--- config.mk ---
export PLATFORM = sky130hd
export DESIGN_NAME = console_line_editor
export DESIGN_NICKNAME = d
export VERILOG_FILES = /design/src/sv/cle_pkg.sv /design/src/sv/console_line_editor.sv /design/src/sv/cle_ram.sv /design/src/sv/cle_queue.sv /design/src/sv/cle_front.sv /design/src/sv/cle_back.sv
export VERILOG_INCLUDE_DIRS = /design/src /design/src/sv
export SDC_FILE = /design/constraint.sdc
export NUM_CORES = 1
export LEC_CHECK = 0
export BUFFER_PORTS_ARGS = -buffer_cell sky130_fd_sc_hd__buf_2
export CORE_ASPECT_RATIO = 0.75
export CORE_MARGIN = 4
export CORE_UTILIZATION = 40
export DETAILED_ROUTE_END_ITERATION = 7
export SETUP_SLACK_MARGIN = 0.3
export SKIP_CTS_REPAIR_TIMING = 1
export SYNTH_ARGS = -nofsm -noshare
export SYNTH_HDL_FRONTEND = slang
export SYNTH_SLANG_ARGS = --single-unit
--- constraint.sdc ---
create_clock -name clk -period 4 [get_ports clk]
set_clock_uncertainty 0.2 [all_clocks]
set_input_delay 0.4 -clock clk [delete_from_list [all_inputs] [get_ports clk]]
set_output_delay 0.4 -clock clk [all_outputs]
set_load 0.01 [all_outputs]
--- src/sv/console_line_editor_defines.svh ---
// assertion helpers shared by the line editor modules
// they expect clk and arst_n in the enclosing module
`ifndef CONSOLE_LINE_EDITOR_DEFINES_SVH
`define CONSOLE_LINE_EDITOR_DEFINES_SVH

// same-cycle implication
`define CLE_ASSERT_NOW(lbl, ante, cons, msg) \
	lbl: assert property (@(posedge clk) disable iff (!arst_n) (ante) |-> (cons)) \
		else $error(msg);

// next-cycle implication
`define CLE_ASSERT_NXT(lbl, ante, cons, msg) \
	lbl: assert property (@(posedge clk) disable iff (!arst_n) (ante) |=> (cons)) \
		else $error(msg);

`endif

--- src/sv/cle_pkg.sv ---
`default_nettype none

package cle_pkg;

	localparam int CLE_BUFFER_DEPTH = 64;
	localparam int QUEUE_DEPTH = 4;
	localparam int LEN_W = 6;
	localparam int STORE_W = 7;
	localparam int SUM_W = 9;

	// result kinds
	localparam logic [1:0] KIND_ECHO = 2'd0;
	localparam logic [1:0] KIND_BELL = 2'd1;
	localparam logic [1:0] KIND_DONE = 2'd2;
	localparam logic [1:0] KIND_LINE = 2'd3;

	// commands from the front to the back
	localparam logic [1:0] CMD_PUT = 2'd0;
	localparam logic [1:0] CMD_BELL = 2'd1;
	localparam logic [1:0] CMD_ERASE = 2'd2;
	localparam logic [1:0] CMD_LINE = 2'd3;

	localparam logic [7:0] CH_BELL = 8'd7;
	localparam logic [7:0] CH_BS = 8'd8;
	localparam logic [7:0] CH_NL = 8'd10;
	localparam logic [7:0] CH_SPACE = 8'd32;

	// register indexes
	localparam logic [1:0] CFG_LINE_LIMIT = 2'd0;
	localparam logic [1:0] CFG_SCREEN_WIDTH = 2'd1;
	localparam logic [1:0] CFG_PROMPT_WIDTH = 2'd2;

	localparam logic [5:0] RST_LINE_LIMIT = 6'd63;
	localparam logic [7:0] RST_SCREEN_WIDTH = 8'd80;
	localparam logic [7:0] RST_PROMPT_WIDTH = 8'd2;

	typedef struct packed {
		logic [1:0] op;
		logic [7:0] ch;
		logic [LEN_W-1:0] len;
	} cmd_t;

endpackage

`default_nettype wire

--- src/sv/console_line_editor.sv ---
// console line editor
// input channel: in_valid/in_ready with char_in, one received byte per transfer
// output channel: out_valid/out_ready with kind, out_char, line_length, last;
//   last marks the final result of one input byte, a dropped byte gives none
// config channel: cfg_valid/cfg_ready with cfg_index and cfg_data, always ready;
//   write only while no byte is in flight
// a front stage classifies each byte, keeps the character count and writes the
// line store; a four-entry command queue feeds a back stage that expands each
// command into results through a single output register
// ordinary bytes: the front takes a new byte while earlier commands still wait in the queue
// backspace with a nonzero count and screen width runs a 9-step remainder unit in the front;
//   no byte is taken until it has pushed its bell or erase command
// newline: one header result, then each stored character is read from the registered
//   line store and loaded into the output register; no input is taken until the last
//   result of the line is loaded into the output register
// reset: count cleared, registers back to 63/80/2, line store keeps its contents
// a stalled receiver holds the output register; the queue fills and then in_ready drops
`default_nettype none

module console_line_editor
	import cle_pkg::*;
#(
	parameter int BUFFER_DEPTH = CLE_BUFFER_DEPTH
) (
	input wire logic clk,
	input wire logic arst_n,
	input wire logic in_valid,
	output logic in_ready,
	input wire logic [7:0] char_in,
	input wire logic cfg_valid,
	output logic cfg_ready,
	input wire logic [1:0] cfg_index,
	input wire logic [7:0] cfg_data,
	output logic out_valid,
	input wire logic out_ready,
	output logic [1:0] kind,
	output logic [7:0] out_char,
	output logic [LEN_W-1:0] line_length,
	output logic last
);

	localparam int AW = $clog2(BUFFER_DEPTH);

	logic push;
	cmd_t push_cmd;
	logic q_full;
	logic q_empty;
	logic pop;
	cmd_t q_head;
	logic line_done;
	logic ram_we;
	logic [AW-1:0] ram_waddr;
	logic [STORE_W-1:0] ram_wdata;
	logic ram_re;
	logic [AW-1:0] ram_raddr;
	logic [STORE_W-1:0] ram_rdata;

	cle_front #(.BUFFER_DEPTH(BUFFER_DEPTH)) u_front (
		.clk(clk),
		.arst_n(arst_n),
		.in_valid(in_valid),
		.in_ready(in_ready),
		.char_in(char_in),
		.cfg_valid(cfg_valid),
		.cfg_ready(cfg_ready),
		.cfg_index(cfg_index),
		.cfg_data(cfg_data),
		.push(push),
		.push_cmd(push_cmd),
		.q_full(q_full),
		.line_done(line_done),
		.ram_we(ram_we),
		.ram_waddr(ram_waddr),
		.ram_wdata(ram_wdata)
	);

	cle_queue u_queue (
		.clk(clk),
		.arst_n(arst_n),
		.push(push),
		.push_cmd(push_cmd),
		.full(q_full),
		.pop(pop),
		.head(q_head),
		.empty(q_empty)
	);

	cle_ram #(.WIDTH(STORE_W), .DEPTH(BUFFER_DEPTH)) u_store (
		.clk(clk),
		.we(ram_we),
		.waddr(ram_waddr),
		.wdata(ram_wdata),
		.re(ram_re),
		.raddr(ram_raddr),
		.rdata(ram_rdata)
	);

	cle_back #(.BUFFER_DEPTH(BUFFER_DEPTH)) u_back (
		.clk(clk),
		.arst_n(arst_n),
		.q_empty(q_empty),
		.q_head(q_head),
		.pop(pop),
		.ram_re(ram_re),
		.ram_raddr(ram_raddr),
		.ram_rdata(ram_rdata),
		.line_done(line_done),
		.out_valid(out_valid),
		.out_ready(out_ready),
		.kind(kind),
		.out_char(out_char),
		.line_length(line_length),
		.last(last)
	);

endmodule

`default_nettype wire

--- src/sv/cle_ram.sv ---
`default_nettype none

module cle_ram #(
	parameter int WIDTH = 8,
	parameter int DEPTH = 64
) (
	input wire logic clk,
	input wire logic we,
	input wire logic [$clog2(DEPTH)-1:0] waddr,
	input wire logic [WIDTH-1:0] wdata,
	input wire logic re,
	input wire logic [$clog2(DEPTH)-1:0] raddr,
	output logic [WIDTH-1:0] rdata
);

	logic [WIDTH-1:0] mem_q [DEPTH];

	always_ff @(posedge clk) begin
		if (we) begin
			mem_q[waddr] <= wdata;
		end
		if (re) begin
			rdata <= mem_q[raddr];
		end
	end

endmodule

`default_nettype wire

--- src/sv/cle_queue.sv ---
`default_nettype none

`include "console_line_editor_defines.svh"

module cle_queue
	import cle_pkg::*;
(
	input wire logic clk,
	input wire logic arst_n,
	input wire logic push,
	input wire cmd_t push_cmd,
	output logic full,
	input wire logic pop,
	output cmd_t head,
	output logic empty
);

	localparam int PW = $clog2(QUEUE_DEPTH);
	localparam int CNT_W = $clog2(QUEUE_DEPTH + 1);

	cmd_t slot_q [QUEUE_DEPTH];
	logic [PW-1:0] wr_ptr_q;
	logic [PW-1:0] rd_ptr_q;
	logic [CNT_W-1:0] fill_q;

	assign full = (fill_q == CNT_W'(QUEUE_DEPTH));
	assign empty = (fill_q == '0);
	assign head = slot_q[rd_ptr_q];

	always_ff @(posedge clk) begin
		if (push) begin
			slot_q[wr_ptr_q] <= push_cmd;
		end
	end

	always_ff @(posedge clk or negedge arst_n) begin
		if (!arst_n) begin
			wr_ptr_q <= '0;
			rd_ptr_q <= '0;
			fill_q <= '0;
		end else begin
			if (push) begin
				wr_ptr_q <= wr_ptr_q + PW'(1);
			end
			if (pop) begin
				rd_ptr_q <= rd_ptr_q + PW'(1);
			end
			if (push && !pop) begin
				fill_q <= fill_q + CNT_W'(1);
			end else if (pop && !push) begin
				fill_q <= fill_q - CNT_W'(1);
			end
		end
	end

	`CLE_ASSERT_NOW(a_no_push_full, push, !full, "command pushed into a full queue")
	`CLE_ASSERT_NOW(a_no_pop_empty, pop, !empty, "command popped from an empty queue")

endmodule

`default_nettype wire

--- src/sv/cle_front.sv ---
`default_nettype none

`include "console_line_editor_defines.svh"

module cle_front
	import cle_pkg::*;
#(
	parameter int BUFFER_DEPTH = CLE_BUFFER_DEPTH
) (
	input wire logic clk,
	input wire logic arst_n,
	input wire logic in_valid,
	output logic in_ready,
	input wire logic [7:0] char_in,
	input wire logic cfg_valid,
	output logic cfg_ready,
	input wire logic [1:0] cfg_index,
	input wire logic [7:0] cfg_data,
	output logic push,
	output cmd_t push_cmd,
	input wire logic q_full,
	input wire logic line_done,
	output logic ram_we,
	output logic [$clog2(BUFFER_DEPTH)-1:0] ram_waddr,
	output logic [STORE_W-1:0] ram_wdata
);

	localparam int CW = $clog2(BUFFER_DEPTH);
	localparam logic [LEN_W-1:0] LIMIT_MAX = LEN_W'(BUFFER_DEPTH - 1);

	localparam logic FR_IDLE = 1'b0;
	localparam logic FR_MOD = 1'b1;

	logic st_q;
	logic [CW-1:0] count_q;
	logic pend_q;
	logic [5:0] limit_q;
	logic [7:0] sw_q;
	logic [7:0] prompt_q;
	logic [SUM_W-1:0] sum_q;
	logic [7:0] rem_q;
	logic [3:0] bit_q;

	logic acc;
	logic [LEN_W-1:0] lim;
	logic at_limit;
	logic [8:0] trial;
	logic [7:0] rem_nx;
	logic [CW-1:0] count_nx;
	logic set_pend;
	logic go_mod;
	logic mod_end;

	assign in_ready = (st_q == FR_IDLE) && !q_full && !pend_q;
	assign cfg_ready = 1'b1;
	assign acc = in_valid && in_ready;

	assign lim = (limit_q > LIMIT_MAX) ? LIMIT_MAX : limit_q;
	assign at_limit = (LEN_W'(count_q) >= lim);

	// one restoring step of (count + prompt) mod screen width
	assign trial = {rem_q, sum_q[bit_q]};
	assign rem_nx = (trial >= {1'b0, sw_q}) ? 8'(trial - {1'b0, sw_q}) : trial[7:0];
	assign mod_end = (st_q == FR_MOD) && (bit_q == '0);

	assign ram_waddr = count_q;
	assign ram_wdata = char_in[STORE_W-1:0];

	always_comb begin
		push = 1'b0;
		push_cmd = '0;
		ram_we = 1'b0;
		count_nx = count_q;
		set_pend = 1'b0;
		go_mod = 1'b0;
		if (acc) begin
			if (char_in == CH_NL) begin
				push = 1'b1;
				push_cmd.op = CMD_LINE;
				push_cmd.len = LEN_W'(count_q);
				count_nx = '0;
				set_pend = 1'b1;
			end else if (char_in == CH_BS) begin
				if (count_q == '0) begin
					push = 1'b1;
					push_cmd.op = CMD_BELL;
				end else if (sw_q == '0) begin
					push = 1'b1;
					push_cmd.op = CMD_ERASE;
					count_nx = count_q - CW'(1);
				end else begin
					go_mod = 1'b1;
				end
			end else if (at_limit) begin
				push = 1'b1;
				push_cmd.op = CMD_BELL;
			end else if (!char_in[7]) begin
				push = 1'b1;
				push_cmd.op = CMD_PUT;
				push_cmd.ch = char_in;
				ram_we = 1'b1;
				count_nx = count_q + CW'(1);
			end
		end
		if (mod_end) begin
			push = 1'b1;
			if (rem_nx == '0) begin
				push_cmd.op = CMD_BELL;
			end else begin
				push_cmd.op = CMD_ERASE;
				count_nx = count_q - CW'(1);
			end
		end
	end

	always_ff @(posedge clk) begin
		if (go_mod) begin
			sum_q <= SUM_W'(count_q) + SUM_W'(prompt_q);
			rem_q <= '0;
		end else if (st_q == FR_MOD) begin
			rem_q <= rem_nx;
		end
	end

	always_ff @(posedge clk or negedge arst_n) begin
		if (!arst_n) begin
			st_q <= FR_IDLE;
			count_q <= '0;
			pend_q <= 1'b0;
			bit_q <= '0;
			limit_q <= RST_LINE_LIMIT;
			sw_q <= RST_SCREEN_WIDTH;
			prompt_q <= RST_PROMPT_WIDTH;
		end else begin
			count_q <= count_nx;
			if (set_pend) begin
				pend_q <= 1'b1;
			end else if (line_done) begin
				pend_q <= 1'b0;
			end
			if (go_mod) begin
				st_q <= FR_MOD;
				bit_q <= 4'(SUM_W - 1);
			end else if (mod_end) begin
				st_q <= FR_IDLE;
			end else if (st_q == FR_MOD) begin
				bit_q <= bit_q - 4'd1;
			end
			if (cfg_valid && cfg_ready) begin
				case (cfg_index)
					CFG_LINE_LIMIT: limit_q <= cfg_data[5:0];
					CFG_SCREEN_WIDTH: sw_q <= cfg_data;
					CFG_PROMPT_WIDTH: prompt_q <= cfg_data;
					default: ;
				endcase
			end
		end
	end

	`CLE_ASSERT_NOW(a_mod_needs_room, st_q == FR_MOD, (|sw_q) && (|count_q), "bad wrap check")

endmodule

`default_nettype wire

--- src/sv/cle_back.sv ---
`default_nettype none

`include "console_line_editor_defines.svh"

module cle_back
	import cle_pkg::*;
#(
	parameter int BUFFER_DEPTH = CLE_BUFFER_DEPTH
) (
	input wire logic clk,
	input wire logic arst_n,
	input wire logic q_empty,
	input wire cmd_t q_head,
	output logic pop,
	output logic ram_re,
	output logic [$clog2(BUFFER_DEPTH)-1:0] ram_raddr,
	input wire logic [STORE_W-1:0] ram_rdata,
	output logic line_done,
	output logic out_valid,
	input wire logic out_ready,
	output logic [1:0] kind,
	output logic [7:0] out_char,
	output logic [LEN_W-1:0] line_length,
	output logic last
);

	localparam int CW = $clog2(BUFFER_DEPTH);

	localparam logic [1:0] BK_IDLE = 2'd0;
	localparam logic [1:0] BK_RUN = 2'd1;
	localparam logic [1:0] BK_RD = 2'd2;
	localparam logic [1:0] BK_CH = 2'd3;

	logic [1:0] st_q;
	cmd_t cmd_q;
	logic [1:0] step_q;
	logic [CW-1:0] pos_q;
	logic out_valid_q;
	logic [1:0] kind_q;
	logic [7:0] char_q;
	logic [LEN_W-1:0] len_q;
	logic last_q;

	logic slot_free;
	logic last_ch;
	logic load_out;

	assign slot_free = !out_valid_q || out_ready;
	assign load_out = slot_free && ((st_q == BK_RUN) || (st_q == BK_CH));
	assign pop = (st_q == BK_IDLE) && !q_empty;
	assign ram_re = (st_q == BK_RD);
	assign ram_raddr = pos_q;
	assign last_ch = ((LEN_W'(pos_q) + LEN_W'(1)) == cmd_q.len);
	assign line_done = slot_free && (((st_q == BK_RUN) && (cmd_q.op == CMD_LINE)
		&& (cmd_q.len == '0)) || ((st_q == BK_CH) && last_ch));

	assign out_valid = out_valid_q;
	assign kind = kind_q;
	assign out_char = char_q;
	assign line_length = len_q;
	assign last = last_q;

	always_ff @(posedge clk) begin
		if (pop) begin
			cmd_q <= q_head;
		end
		if ((st_q == BK_RUN) && slot_free) begin
			len_q <= '0;
			case (cmd_q.op)
				CMD_PUT: begin
					kind_q <= KIND_ECHO;
					char_q <= cmd_q.ch;
					last_q <= 1'b1;
				end
				CMD_BELL: begin
					kind_q <= KIND_BELL;
					char_q <= CH_BELL;
					last_q <= 1'b1;
				end
				CMD_ERASE: begin
					kind_q <= KIND_ECHO;
					char_q <= (step_q == 2'd1) ? CH_SPACE : CH_BS;
					last_q <= (step_q == 2'd2);
				end
				default: begin
					kind_q <= KIND_DONE;
					char_q <= CH_NL;
					len_q <= cmd_q.len;
					last_q <= (cmd_q.len == '0);
				end
			endcase
		end else if ((st_q == BK_CH) && slot_free) begin
			kind_q <= KIND_LINE;
			char_q <= {1'b0, ram_rdata};
			len_q <= '0;
			last_q <= last_ch;
		end
	end

	always_ff @(posedge clk or negedge arst_n) begin
		if (!arst_n) begin
			st_q <= BK_IDLE;
			step_q <= '0;
			pos_q <= '0;
			out_valid_q <= 1'b0;
		end else begin
			if (load_out) begin
				out_valid_q <= 1'b1;
			end else if (out_ready) begin
				out_valid_q <= 1'b0;
			end
			case (st_q)
				BK_IDLE: begin
					if (pop) begin
						step_q <= '0;
						pos_q <= '0;
						st_q <= BK_RUN;
					end
				end
				BK_RUN: begin
					if (slot_free) begin
						case (cmd_q.op)
							CMD_ERASE: begin
								if (step_q == 2'd2) begin
									st_q <= BK_IDLE;
								end else begin
									step_q <= step_q + 2'd1;
								end
							end
							CMD_LINE: st_q <= (cmd_q.len == '0) ? BK_IDLE : BK_RD;
							default: st_q <= BK_IDLE;
						endcase
					end
				end
				BK_RD: st_q <= BK_CH;
				BK_CH: begin
					if (slot_free) begin
						if (last_ch) begin
							st_q <= BK_IDLE;
						end else begin
							pos_q <= pos_q + CW'(1);
							st_q <= BK_RD;
						end
					end
				end
				default: st_q <= BK_IDLE;
			endcase
		end
	end

	`CLE_ASSERT_NOW(a_done_on_line, line_done, cmd_q.op == CMD_LINE, "line end without line")
	`CLE_ASSERT_NXT(a_done_idle, line_done, (st_q == BK_IDLE) && out_valid_q && last_q, "open line")

endmodule

`default_nettype wire
# After elaboration in Yosys (flattened, before gate mapping)
# Memories as Yosys holds them, arrays and structs flattened. A register that Yosys moved wholly into a read port is not among the register bits.
# Index checks and enable logic that the tools add are counted.
# op_classes
addsub	11
n_lt_le_gt_ge	4
eq_ne	22
muxes	90
n_bitwise	1
n_reduce_logical	50
# ops
op	count
6-bit two-way mux	18
8-bit two-way mux	6
2-bit two-way mux	19
1-bit two-way mux	32
8-bit case mux with 3 select lines	1
8-bit by 4-bit equality test with 1-bit output (second input constant)	2
8-bit zero test	2
16-bit two-way mux	1
2-bit nonzero test	8
1-bit logical AND	14
6-bit by 1-bit adder with 6-bit output (second input constant)	2
2-bit equality test (second input constant)	6
6-bit zero test	2
4-bit two-way mux	3
2-bit case mux with 2 select lines	3
6-bit case mux with 2 select lines	1
6-bit by 8-bit adder with 9-bit output	1
9-bit by 8-bit >= comparator with 1-bit output	1
2-bit by 1-bit equality test with 1-bit output (second input constant)	4
2-bit != test (second input constant)	4
2-bit case mux with 4 select lines	1
2-bit AND reduction	4
4-bit AND reduction	2
8-bit subtractor	1
25 further kinds	40
# totals
reg_bits	86
ramBits	512
input_bits	23
output_inout_bits	20
elab_cells	200
n_memories	2
# memory_table
name	depth	width	rd	rd_ports_with_merged_regs	wr	line_no	text
u_store.mem_q	64	7	1	1	1	cle_ram.sv:16	logic [WIDTH-1:0] mem_q [DEPTH];
u_queue.slot_q	4	16	1	1	1	cle_queue.sv:21	cmd_t slot_q [QUEUE_DEPTH];

# Logic depth before layout (Yosys ltp)
# Gate-level depths: netlist of run 1.
# logic_depth
ltp_word	12
depth_mapped	16
ltp_nobuf	15

# By module
# A second synthesis of run 1 with hierarchy kept.
# hier_totals
hier_cells	1512
area_unflattened_um2	26192.6
# modules_own_cells
mod	instances	cells_per_inst	area_per_inst_um2	seq_area_each_um2
cle_ram	1	827	17705.7	13663.1
cle_front	1	400	3683.5	1292.5
cle_queue	1	118	2743.9	2097.0
cle_back	1	167	2059.5	1266.2

# Worst setup path after synthesis of run 1
# No wires, ideal clock.
# synth_timing
path_type	reg2reg
from	register u_front.bit_q[0]
to	register u_front.count_q[2] (netlist: u_front.ram_waddr[2])
setup_time_ns	0.126
arrival_time_ns	3.284
t_required_ns	3.674
path_slack_ns	0.390
stages_incl_launch_ff	15
path_buffers	1
period_less_slack_ns	3.610
path_cell_list	dfrtp_1 > mux4_2 > nand3b_1 > nand3_1 > inv_1 > ha_1 > fa_1 > nor2b_1 > o31ai_1 > a21boi_1 > or3_1 > a31oi_1 > a31oi_1 > buf_2 > a221o_1
# synth_between
elab_chain_cells	7
word_cells_on_any_way	10
classes_between	1 x add/sub; 1 x order compare; 5 x mux; 3 x reduce/logical
# synth_lines
element	line_no	text
start, declared	cle_front.sv:42	logic [3:0] bit_q;
start signal, assigned	cle_front.sv:143	bit_q <= 4'(SUM_W - 1);
start signal, assigned	cle_front.sv:147	bit_q <= bit_q - 4'd1;
1-bit binary-select mux with 4-bit select	cle_front.sv:62	assign trial = {rem_q, sum_q[bit_q]};
1-bit two-way mux (not written as such)	cle_front.sv:62	
8-bit subtractor or 9-bit by 8-bit >= comparator with 1-bit output (tied branches)	cle_front.sv:63	assign rem_nx = (trial >= {1'b0, sw_q}) ? 8'(trial - {1'b0, sw_q}) : trial[7:0];
8-bit two-way mux	cle_front.sv:63	
8-bit zero test	cle_front.sv:107	if (rem_nx == '0) begin
6-bit two-way mux	cle_front.sv:107	
6-bit two-way mux (*)	cle_front.sv:105	if (mod_end) begin
via u_front.count_nx[2]	cle_front.sv:49	logic [CW-1:0] count_nx;
end signal, assigned	cle_front.sv:135	count_q <= count_nx;
end, declared	cle_front.sv:35	logic [CW-1:0] count_q;
# Mark *: on every way through the listed nets, which the timed path passes. The rest lies on a longest branch. The select of a mux whose other input is x is not followed.
# A chain may end at the register's enable or synchronous reset.

# Worst setup path in the final report of run 1
# Same ends and word-level chain as after synthesis.

==> results.md, run 1 <==
* Setup TNS at 0 ns
* Top Ports at between 40 and 50
* Max_cap viols at 0
* Post-synth ARST share at under 10%
* Final Wtd Congestion at 0.862
* CP Data Required Time at about 4.3 ns
* Sw Pwr at roughly 0.0054 W
* Area of the multi-input gates at just under 7000 sq um
* Internal power at about 0.013 W
* DR iter-0 viols at approximately 1,500
* Synth Instances at 1,372
* Pre-antenna DRT Iters at 6
* Die area at 67,600 sq um
* Clk root buf: clkbuf_16
* Post-synth top cells: edfxtp_1, mux4_2, nor2_1, nand2_1, dfrtp_1
* H-tree depth at 2
* Initial Util at 40.7%
* Port bufs at 40
* Register Area at 18,100 sq um
* Kind of critical path: reg -> reg
* Most used DFF post-synth: edfxtp_1
* Max Buffers Root-to-Sink at 3
* Largest area contributor in the netlist: edfxtp_1
* Via count at around 13,000
* Crit-path max FO at 8
* Mapped Nets at roughly 1,400
* Failing checks: negative hold slack
* Worst Hold Class: in -> reg
* Most common cell in the netlist: edfxtp_1
* Post-synthesis sequential area ratio at 71.5%
* Routed length per instance at 23.7 microns
* Syn_area_per_cell at 18.5 sq um
* Diodes inserted at 0
* Hold Path Depth at 3
* Number of flops mapped to enable cells by yosys at 555
* First-pass GRT wire length at between 80 and 90 mm
* Comb pwr share at about a quarter
* Register bit total from synthesis at around 620
* Worst-Skew Late Latency at roughly 0.60 ns
* CP endpoint kind: flop
* GR Overflow Total at 0
* Layout cells sized above 1 at approximately 29%
* Area growth syn-to-layout at 15.9%
* Nets at around 1,600
* WP data arrival at ~3.9 ns
* DIE WIDTH at around 300 microns
* Fin. max-slew vios at 0
* Max IR drop VDD at between 400 and 500 uV
* Tot GR Track Use at 16.9%
* Worst Hold Margin at -0.00360 ns
* Chip height at 226 microns
* Clk sink count at around 600
* Fin crit period at between 3 and 4 ns
* Inst Count DP at roughly 2,300
* Row count at around 80
* TritonCTS Buffers at 57
* Largest net degree at the start of global routing at 66
* Final wirelength at approximately 57 mm
* Run status: finished with violations
* Worst Tran Pin Value at between 1 and 1.5 ns
* Final Setup Violations at 0
* Number of global-route vias before repair at approximately 13,000
* Vias per inst at ~5.4
* PwrDens at 622 nW/um^2
* Antenna Nets Post-Route at 0
* Initial antenna violation count at 3
* Unrepaired setup endpoints after global routing: true
* Hpwl dp at 37.8 mm
* Clk slew on worst S/H paths at 0.07 ns
* Post-Syn Area at 25,400 sq um
* Cell types occupying the most area after synthesis: edfxtp_1, mux4_2, dfrtp_1
* Clock share of power at a little under a third
* Core Region at 62,400 sq um
* Share of power burned in registers at roughly 44%
* Synth warn at 0
* Yosys top cell area share at 65.7%
* Crit start category: flop
* Non-Filler Instances at about 2,400
* Final hold vios at 1
* Static leakage at 9.79 nW
* Final period util at approximately 91%
* R2R depth at 14
* Distinct cell type count after synthesis at 64
* Switching portion of total power at approximately 29%
* Slew headroom at between 20% and 30%
* TritonCTS clock tree: built
* Fillers at about 5,200
* DRC at 0
* Max Fclk at 273 MHz
[power groups by stage]
stage	Combinational, W	Clock [W]	Sequential (W)
floorplan	0.00327	0	0.00791
global placement	0.00457	0	0.00819
detailed placement	0.00461	0	0.00822
CTS	0.00462	0.00564	0.00808
global route	0.00509	0.00590	0.00813
finish	0.00471	0.00553	0.00807
[final cells by class]
class                      instances  share of cell area (%)
tap                              850                    3.61
clock inverter                    37                    1.36
clock buffer                      68                    5.09
inverter                          38                   0.485
sequential                       615                    61.7
timing repair buffer             165                    4.26
multi-input combinational        654                    23.5
[cell usage in the layout, fill, tap and decap left out, drive strengths merged, types with 6 or more instances in the layout]
cell type / n
edfxtp: 555
mux4: 164
buf: 156
nor2: 111
clkbuf: 68
nand2: 58
dfrtp: 43
inv: 41
ha: 33
o21ai: 29
clkinv: 23
nand3: 22
nor3: 19
and2: 19
mux2: 19
a21oi: 15
xnor2: 15
nor2b: 15
xor2: 13
a21o: 9
dlygate4sd3: 9
dfstp: 9
nand2b: 8
and3: 8
dfxtp: 8
a211oi: 8
mux2i: 7
bufinv: 7
or3: 6
o31ai: 6
a31oi: 6
[through the flow]
| step | power, W | setup slack, ns | util (%) | instance area, sq um |
|---|---|---|---|---|
| finish | 0.0183 | 0.343 | 47.2 | 29400 |
| global route | 0.0191 | 0.278 | 47.2 | 29400 |
| detailed placement | 0.0128 | -0.00735 | 43.8 | 27300 |
| CTS | 0.0183 | -0.0309 | 46.8 | 29200 |
| floorplan | 0.0112 | 0.390 | - | 25400 |
| global placement | 0.0128 | 0.113 | 43.8 | 27300 |
[critical path, cell delays in order (launching register included)]
cell and delay, ns:
dfrtp_2 0.44, mux4_2 0.35, nand3b_1 0.10, nand3_2 0.10
inv_2 0.06, ha_4 0.16, fa_2 0.39, nor2b_4 0.17
o31ai_4 0.07, buf_4 0.15, a211o_1 0.33, o32ai_4 0.35
a31oi_4 0.22, mux2i_1 0.17, a221o_1 0.30
[cells by family after synthesis]
family / share of synthesized area [%]
XOR/XNOR: 0.966
multiplexers: 15.7
AO/OA/AOI/OAI: 2.99
other: 0.0296
AND/OR/NAND/NOR: 5.29
adder cells (fa/ha/maj): 1.86
buffers and inverters: 1.72
flip-flops: 71.5
[worst paths after layout]
kind | slack (ns) | startpoint | end
setup / recovery | 0.34 | u_front.bit_q[0] | u_front.ram_waddr[2]
hold / removal | -0.004 | out_ready | u_back.out_valid
setup reg to reg | 0.34 | u_front.bit_q[0] | u_front.ram_waddr[2]
hold reg to reg | 0.30 | u_front.pend_q | u_front.pend_q
max in group asynchronous | 2.52 | arst_n | u_front.limit_q[0]
min in group asynchronous | 0.20 | arst_n | u_back.st_q[1]
[sequential cells by signal, summed over array words and instances, names as in the netlist, 7 cells and up]
name	flops
u_queue.slot_q	60
u_store.mem_q	448
u_back.out_char	7
u_front.rem_q	8
u_back.cmd_q	15
u_store.rdata	7
u_front.sum_q	9
u_front.prompt_q	8
u_front.sw_q	8
[layer usage]
metal | global-route usage, % | wire [microns] | vias to the layer above
met5 | 0 | 10 | -
met4 | 3.06 | 945 | 2
met3 | 3.05 | 4050 | 81
met2 | 24.9 | 25300 | 446
met1 | 26.8 | 27200 | 6823
li1 | - | - | 5794
Power figures use the tool's default switching activity.
==> inputs of run 2 (changes only) <==
ABC_CLOCK_PERIOD_IN_PS = 4000   (was not set)
PLACE_DENSITY = 0.51   (was not set)
==> results.md, run 2 (same netlist as run 1, synthesis figures left out) <==
* Largest Register: u_store.mem_q
* Routed length per instance at about 25 microns
* Run status: completed
* CP Data Required Time at between 4 and 5 ns
* Reg-to-Reg End: u_front.ram_waddr[2]
* DR iter-0 viols at approximately 1,200
* Worst Tran Pin Value at between 1 and 1.5 ns
* Top Ports at 43
* Worst-Skew Late Latency at ~0.62 ns
* Clk root buf: clkbuf_16
* Unrepaired setup endpoints after global routing: true
* GR Overflow Total at 0
* R2R depth at 15
* Kind of critical path: reg -> reg
* Vias per inst at 5.40
* WP data arrival at ~4.0 ns
* Initial antenna violation count at 4
* Worst path slowest cell: mux4_2
* Crit-path max FO at 5
* Inst Count DP at 2,309
* Worst Hold Class: in -> reg
* Final hold vios at 0
* R2R Setup Slk at 0.33 ns
* Most frequent cells in the layout: edfxtp_1, mux4_2, buf_4, nor2_1, clkbuf_16
* TritonCTS Buffers at slightly below 60
* First-pass GRT wire length at roughly 90 mm
* Most common cell on crit path: a31oi_4
* Hold endpoint: u_front.limit_q[5]
* Diodes inserted at 0
* Largest registers: u_store.mem_q: 448 flops, u_queue.slot_q: 60 flops, u_back.cmd_q: 15 flops
* Die area at just under 70,000 sq um
* Initial Util at between 40% and 50%
* Number of global-route vias before repair at around 13,000
* Layout cells sized above 1 at between 20% and 30%
* Critical path, cell by cell: mux4_2 > nand3b_1 > nand3_2 > inv_2 > ha_4 > fa_2 > nor2b_2 > o31ai_4 > a21boi_2 > or3_4 > a31oi_4 > a31oi_4 > buf_6 > mux2i_1 > a221o_1
* Hpwl dp at about 40 mm
* Final Wtd Congestion at a little over 0.8
* Crit start category: flop
* CP endpoint kind: flop
* TritonCTS clock tree: built
* Slew headroom at 24.5%
* Core Region at slightly above 60,000 sq um
* Hold Path Depth at 4
* Tot GR Track Use at between 10% and 20%
* Worst path bufs/invs at 2
* Chip height at roughly 230 microns
* Fin crit period at approximately 3.7 ns
* Area growth syn-to-layout at 16.2%
* Pre-antenna DRT Iters at 5
* Fin. max-slew vios at 0
* Non-Filler Instances at around 2,400
* CP peak stage delay at 0.51 ns
* Clk sink count at slightly above 600
* PwrDens at around 630 nW/um^2
* Static leakage at 9.81 nW
* Via count at 13,200
* Top Family by Delay on Critical Path: compound AO/OA/AOI/OAI gates
* Max_cap viols at 0
* Setup TNS at 0 ns
* Antenna Nets Post-Route at 0
* Max IR drop VDD at 347 uV
* H-tree depth at 2
* Fillers at ~5,200
* Port bufs at 40
* RR Startpoint: u_front.bit_q[0]
* Max Fclk at 272 MHz
* Number of flip-flops in the largest register at approximately 450
* Final Setup Violations at 0
* Max Buffers Root-to-Sink at 3
* DRC at 0
* Clk slew on worst S/H paths at 0.07 ns
* Largest net degree at the start of global routing at 66
* Final period util at between 90% and 100%
* DIE WIDTH at between 200 and 300 microns
* Commonest non-fill, non-tap cell in the layout: edfxtp_1
* Hold Startpoint: cfg_index[0]
* Nets at between 1,500 and 2,000
* Final wirelength at a little over 60 mm
* Row count at a little under 80
run 2: worst max-delay path by stage:
stage | startpoint | endpoint | cells after the start
6_report | u_front.bit_q[0] | u_front.ram_waddr[2] | 15
5_1_grt | u_front.bit_q[0] | u_front.ram_waddr[2] | 15
4_1_cts | u_front.bit_q[0] | u_front.ram_waddr[2] | 15
3_5_place_dp | u_front.bit_q[0] | u_front.ram_waddr[2] | 15
3_3_place_gp | u_front.bit_q[0] | u_front.ram_waddr[2] | 15
2_1_floorplan | u_front.bit_q[0] | u_front.ram_waddr[2] | 14
run 2: cell type report:
type,instances,area (sq um),area share [%]
Sequential cell,615,18100,61.5
Clock buffer,70,1540,5.22
Multi-Input combinational cell,654,6940,23.5
Clock inverter,38,365,1.24
Tap cell,850,1060,3.61
Inverter,38,143,0.484
Timing Repair Buffer,171,1300,4.40
run 2: layer usage:
| metal | share of wire (%) | wire, microns | global-route usage, % |
|---|---|---|---|
| met5 | 0.044 | 27 | 0 |
| met4 | 1.8 | 1120 | 3.90 |
| met3 | 7.2 | 4390 | 4.21 |
| met2 | 42 | 25900 | 25.4 |
| met1 | 49 | 29800 | 28.9 |
run 2: stage by stage:
| step | power (W) | worst slack [ns] | util, % | hold slack (ns) | cell area (sq um) |
|---|---|---|---|---|---|
| 2_1_floorplan | 0.0112 | 0.390 | - | -0.0956 | 25400 |
| 3_3_place_gp | 0.0129 | 0.174 | 43.8 | 0.206 | 27300 |
| 3_5_place_dp | 0.0129 | 0.0996 | 43.8 | 0.222 | 27300 |
| 4_1_cts | 0.0185 | 0.0535 | 46.8 | -0.459 | 29200 |
| 5_1_grt | 0.0193 | 0.200 | 47.3 | 0.0300 | 29500 |
| 6_report | 0.0184 | 0.329 | 47.3 | 0.00804 | 29500 |
run 2: worst min-delay path: stages:
cell and delay, ns:
buf_2 0.10, nor3b_1 0.15, nand2_1 0.10, o21ai_0 0.07
run 2: power breakdown:
part	internal [W]	total [W]	switching [W]
Clock	0.00318	0.00555	0.00237
Combinational	0.00222	0.00490	0.00268
Sequential	0.00757	0.00799	0.000415
Total	0.0130	0.0184	0.00546
==> inputs of run 3 (changes only) <==
BUFFER_PORTS_ARGS = not set   (was -buffer_cell sky130_fd_sc_hd__buf_2)
CORE_UTILIZATION = 50   (was 40)
DONT_BUFFER_PORTS = 1   (was not set)
PLACE_DENSITY = 0.61   (was 0.51)
==> results.md, run 3 (same netlist as run 1, synthesis figures left out) <==
* Hold Path Depth at 3
* Max Buffers Root-to-Sink at 3
* R2R depth at 15
* H-tree depth at 2
* Critical path, cell by cell: mux4_2 > nand3b_1 > nand3_2 > inv_2 > ha_4 > fa_2 > nor2b_4 > o31ai_4 > a21boi_2 > or3_4 > a31oi_4 > a31oi_4 > buf_6 > mux2i_1 > a221o_1
* Worst Tran Pin Value at between 1 and 1.5 ns
* GR Overflow Total at 0
* Vias per inst at a little under 6
* TritonCTS Buffers at 58
* Clk slew on worst S/H paths at approximately 0.070 ns
* R2R Setup Slk at around 0.34 ns
* Area growth syn-to-layout at 15.4%
* Top Ports at 43
* Worst Hold Class: in -> reg
* Hold Startpoint: cfg_index[0]
* Routed length per instance at 26.2 microns
* Final wirelength at 57.9 mm
* RR Startpoint: u_front.bit_q[0]
* Layout cells sized above 1 at between 20% and 30%
* Number of flip-flops in the largest register at between 400 and 500
* Nets at between 1,500 and 2,000
* Initial Util at between 50% and 60%
* WP data arrival at just under 4 ns
* CP peak stage delay at about 0.51 ns
* Worst path bufs/invs at 2
* Core Region at between 50,000 and 60,000 sq um
* Commonest non-fill, non-tap cell in the layout: edfxtp_1
* Final Wtd Congestion at around 0.86
* Row count at 71
* Die area at between 50,000 and 60,000 sq um
* Most frequent cells in the layout: edfxtp_1, mux4_2, nor2_1, buf_4, clkbuf_16
* Hpwl dp at around 36 mm
* Post-route cell area at between 20,000 and 30,000 sq um
* Antenna Nets Post-Route at 0
* Reg-to-Reg End: u_front.ram_waddr[2]
* Final period util at approximately nine tenths
* Run status: completed
* First-pass GRT wire length at between 80 and 90 mm
* Static leakage at slightly below 10 nW
* Initial antenna violation count at 5
* Kind of critical path: reg -> reg
* Chip height at 203 microns
* Unrepaired setup endpoints after global routing: true
* Worst-Skew Late Latency at between 0.6 and 0.7 ns
* Final Setup Violations at 0
* Worst path slowest cell: mux4_2
* PwrDens at ~620 nW/um^2
* Max_cap viols at 0
* CP Data Required Time at 4.29 ns
* Crit-path max FO at 5
* Tot GR Track Use at about a fifth
* Clk root buf: clkbuf_16
* Largest net degree at the start of global routing at 69
* Largest registers: u_store.mem_q: 448 flops, u_queue.slot_q: 60 flops, u_back.cmd_q: 15 flops
* Largest Register: u_store.mem_q
* Inst Count DP at roughly 2,100
* Fin crit period at approximately 3.7 ns
* CP endpoint kind: flop
* Setup TNS at 0 ns
* Slew headroom at between 20 and 30%
* Pre-antenna DRT Iters at 7
* TritonCTS clock tree: built
* DIE WIDTH at approximately 270 microns
* Clk sink count at roughly 620
* Hold endpoint: u_front.limit_q[0]
* Non-Filler Instances at 2,211
* Fin. max-slew vios at 0
* Top Family by Delay on Critical Path: compound AO/OA/AOI/OAI gates
* Crit start category: flop
* Most common cell on crit path: a31oi_4
* Final hold vios at 0
* DR iter-0 viols at ~1,600
* DRC at 0
* Via count at 13,100
* DP Area at 26,700 sq um
* Max Fclk at roughly 270 MHz
* Max IR drop VDD at a little over 500 uV
* Port bufs at 0
* Pwr Total at approximately 0.018 W
* Number of global-route vias before repair at about 13,000
## run 3: changes by cell type in the layout (fill, tap and decap cells not counted), moves of 3 or more
cell	before	now
buf_2	41	1
dlygate4sd3_1	10	24
buf_4	112	99
clkinv_1	17	7
buf_16	0	8
clkbuf_1	10	17
clkinv_2	10	4
nor2_1	110	104
nor2_2	1	7
clkbuf_8	0	3
clkinvlp_4	1	4
diode_2	0	3
## run 3: area by class of cell
| cell class | instances | area (sq um) |
|---|---|---|
| diodes | 3 | 7.51 |
| flip-flops and latches | 615 | 18100 |
| fillers | 3689 | 20900 |
| well taps | 657 | 822 |
| multi-input cells | 654 | 6940 |
| inverters | 38 | 143 |
| clock buffers | 79 | 1580 |
| clock inverters | 25 | 292 |
| repair buffers | 140 | 1350 |
## run 3: worst max path at each step
stage,startpoint,to,slack [ns],cells past startpoint
floorplan,u_front.bit_q[0],u_front.ram_waddr[2],0.39,14
global placement,u_front.bit_q[0],u_front.ram_waddr[2],0.15,15
detailed placement,u_front.bit_q[0],u_front.ram_waddr[2],0.07,15
CTS,u_front.bit_q[0],u_front.ram_waddr[2],0.04,15
global route,u_front.bit_q[0],u_front.ram_waddr[2],0.18,15
finish,u_front.bit_q[0],u_front.ram_waddr[2],0.34,15
## run 3: power breakdown
group          total [W]  internal, W  switching, W  leakage, nW
Combinational    0.00468      0.00219       0.00249         3.10
Sequential       0.00809      0.00757      0.000516         5.71
Clock            0.00546      0.00315       0.00231        0.898
## run 3: per-stage QoR
step	utilization [%]	hold WS [ns]	worst slack (ns)
finish	58.3	0.0324	0.340
global route	58.3	0.0416	0.177
CTS	57.0	-0.760	0.0397
detailed placement	53.3	-0.0942	0.0654
global placement	53.3	-0.0944	0.153
floorplan	-	-0.0956	0.390
## run 3: routing by layer
layer,vias to the layer above,part of all wire [%],global-route usage (%)
met5,-,0,0
met2,442,44,29.5
met3,63,8.1,4.81
li1,5736,-,-
met1,6833,46,34.3
met4,0,1.5,4.18
## run 3: tightest hold or removal path: stages
cell     delay, ns
nor3b_1       0.02
buf_4         0.16
mux2_2        0.22
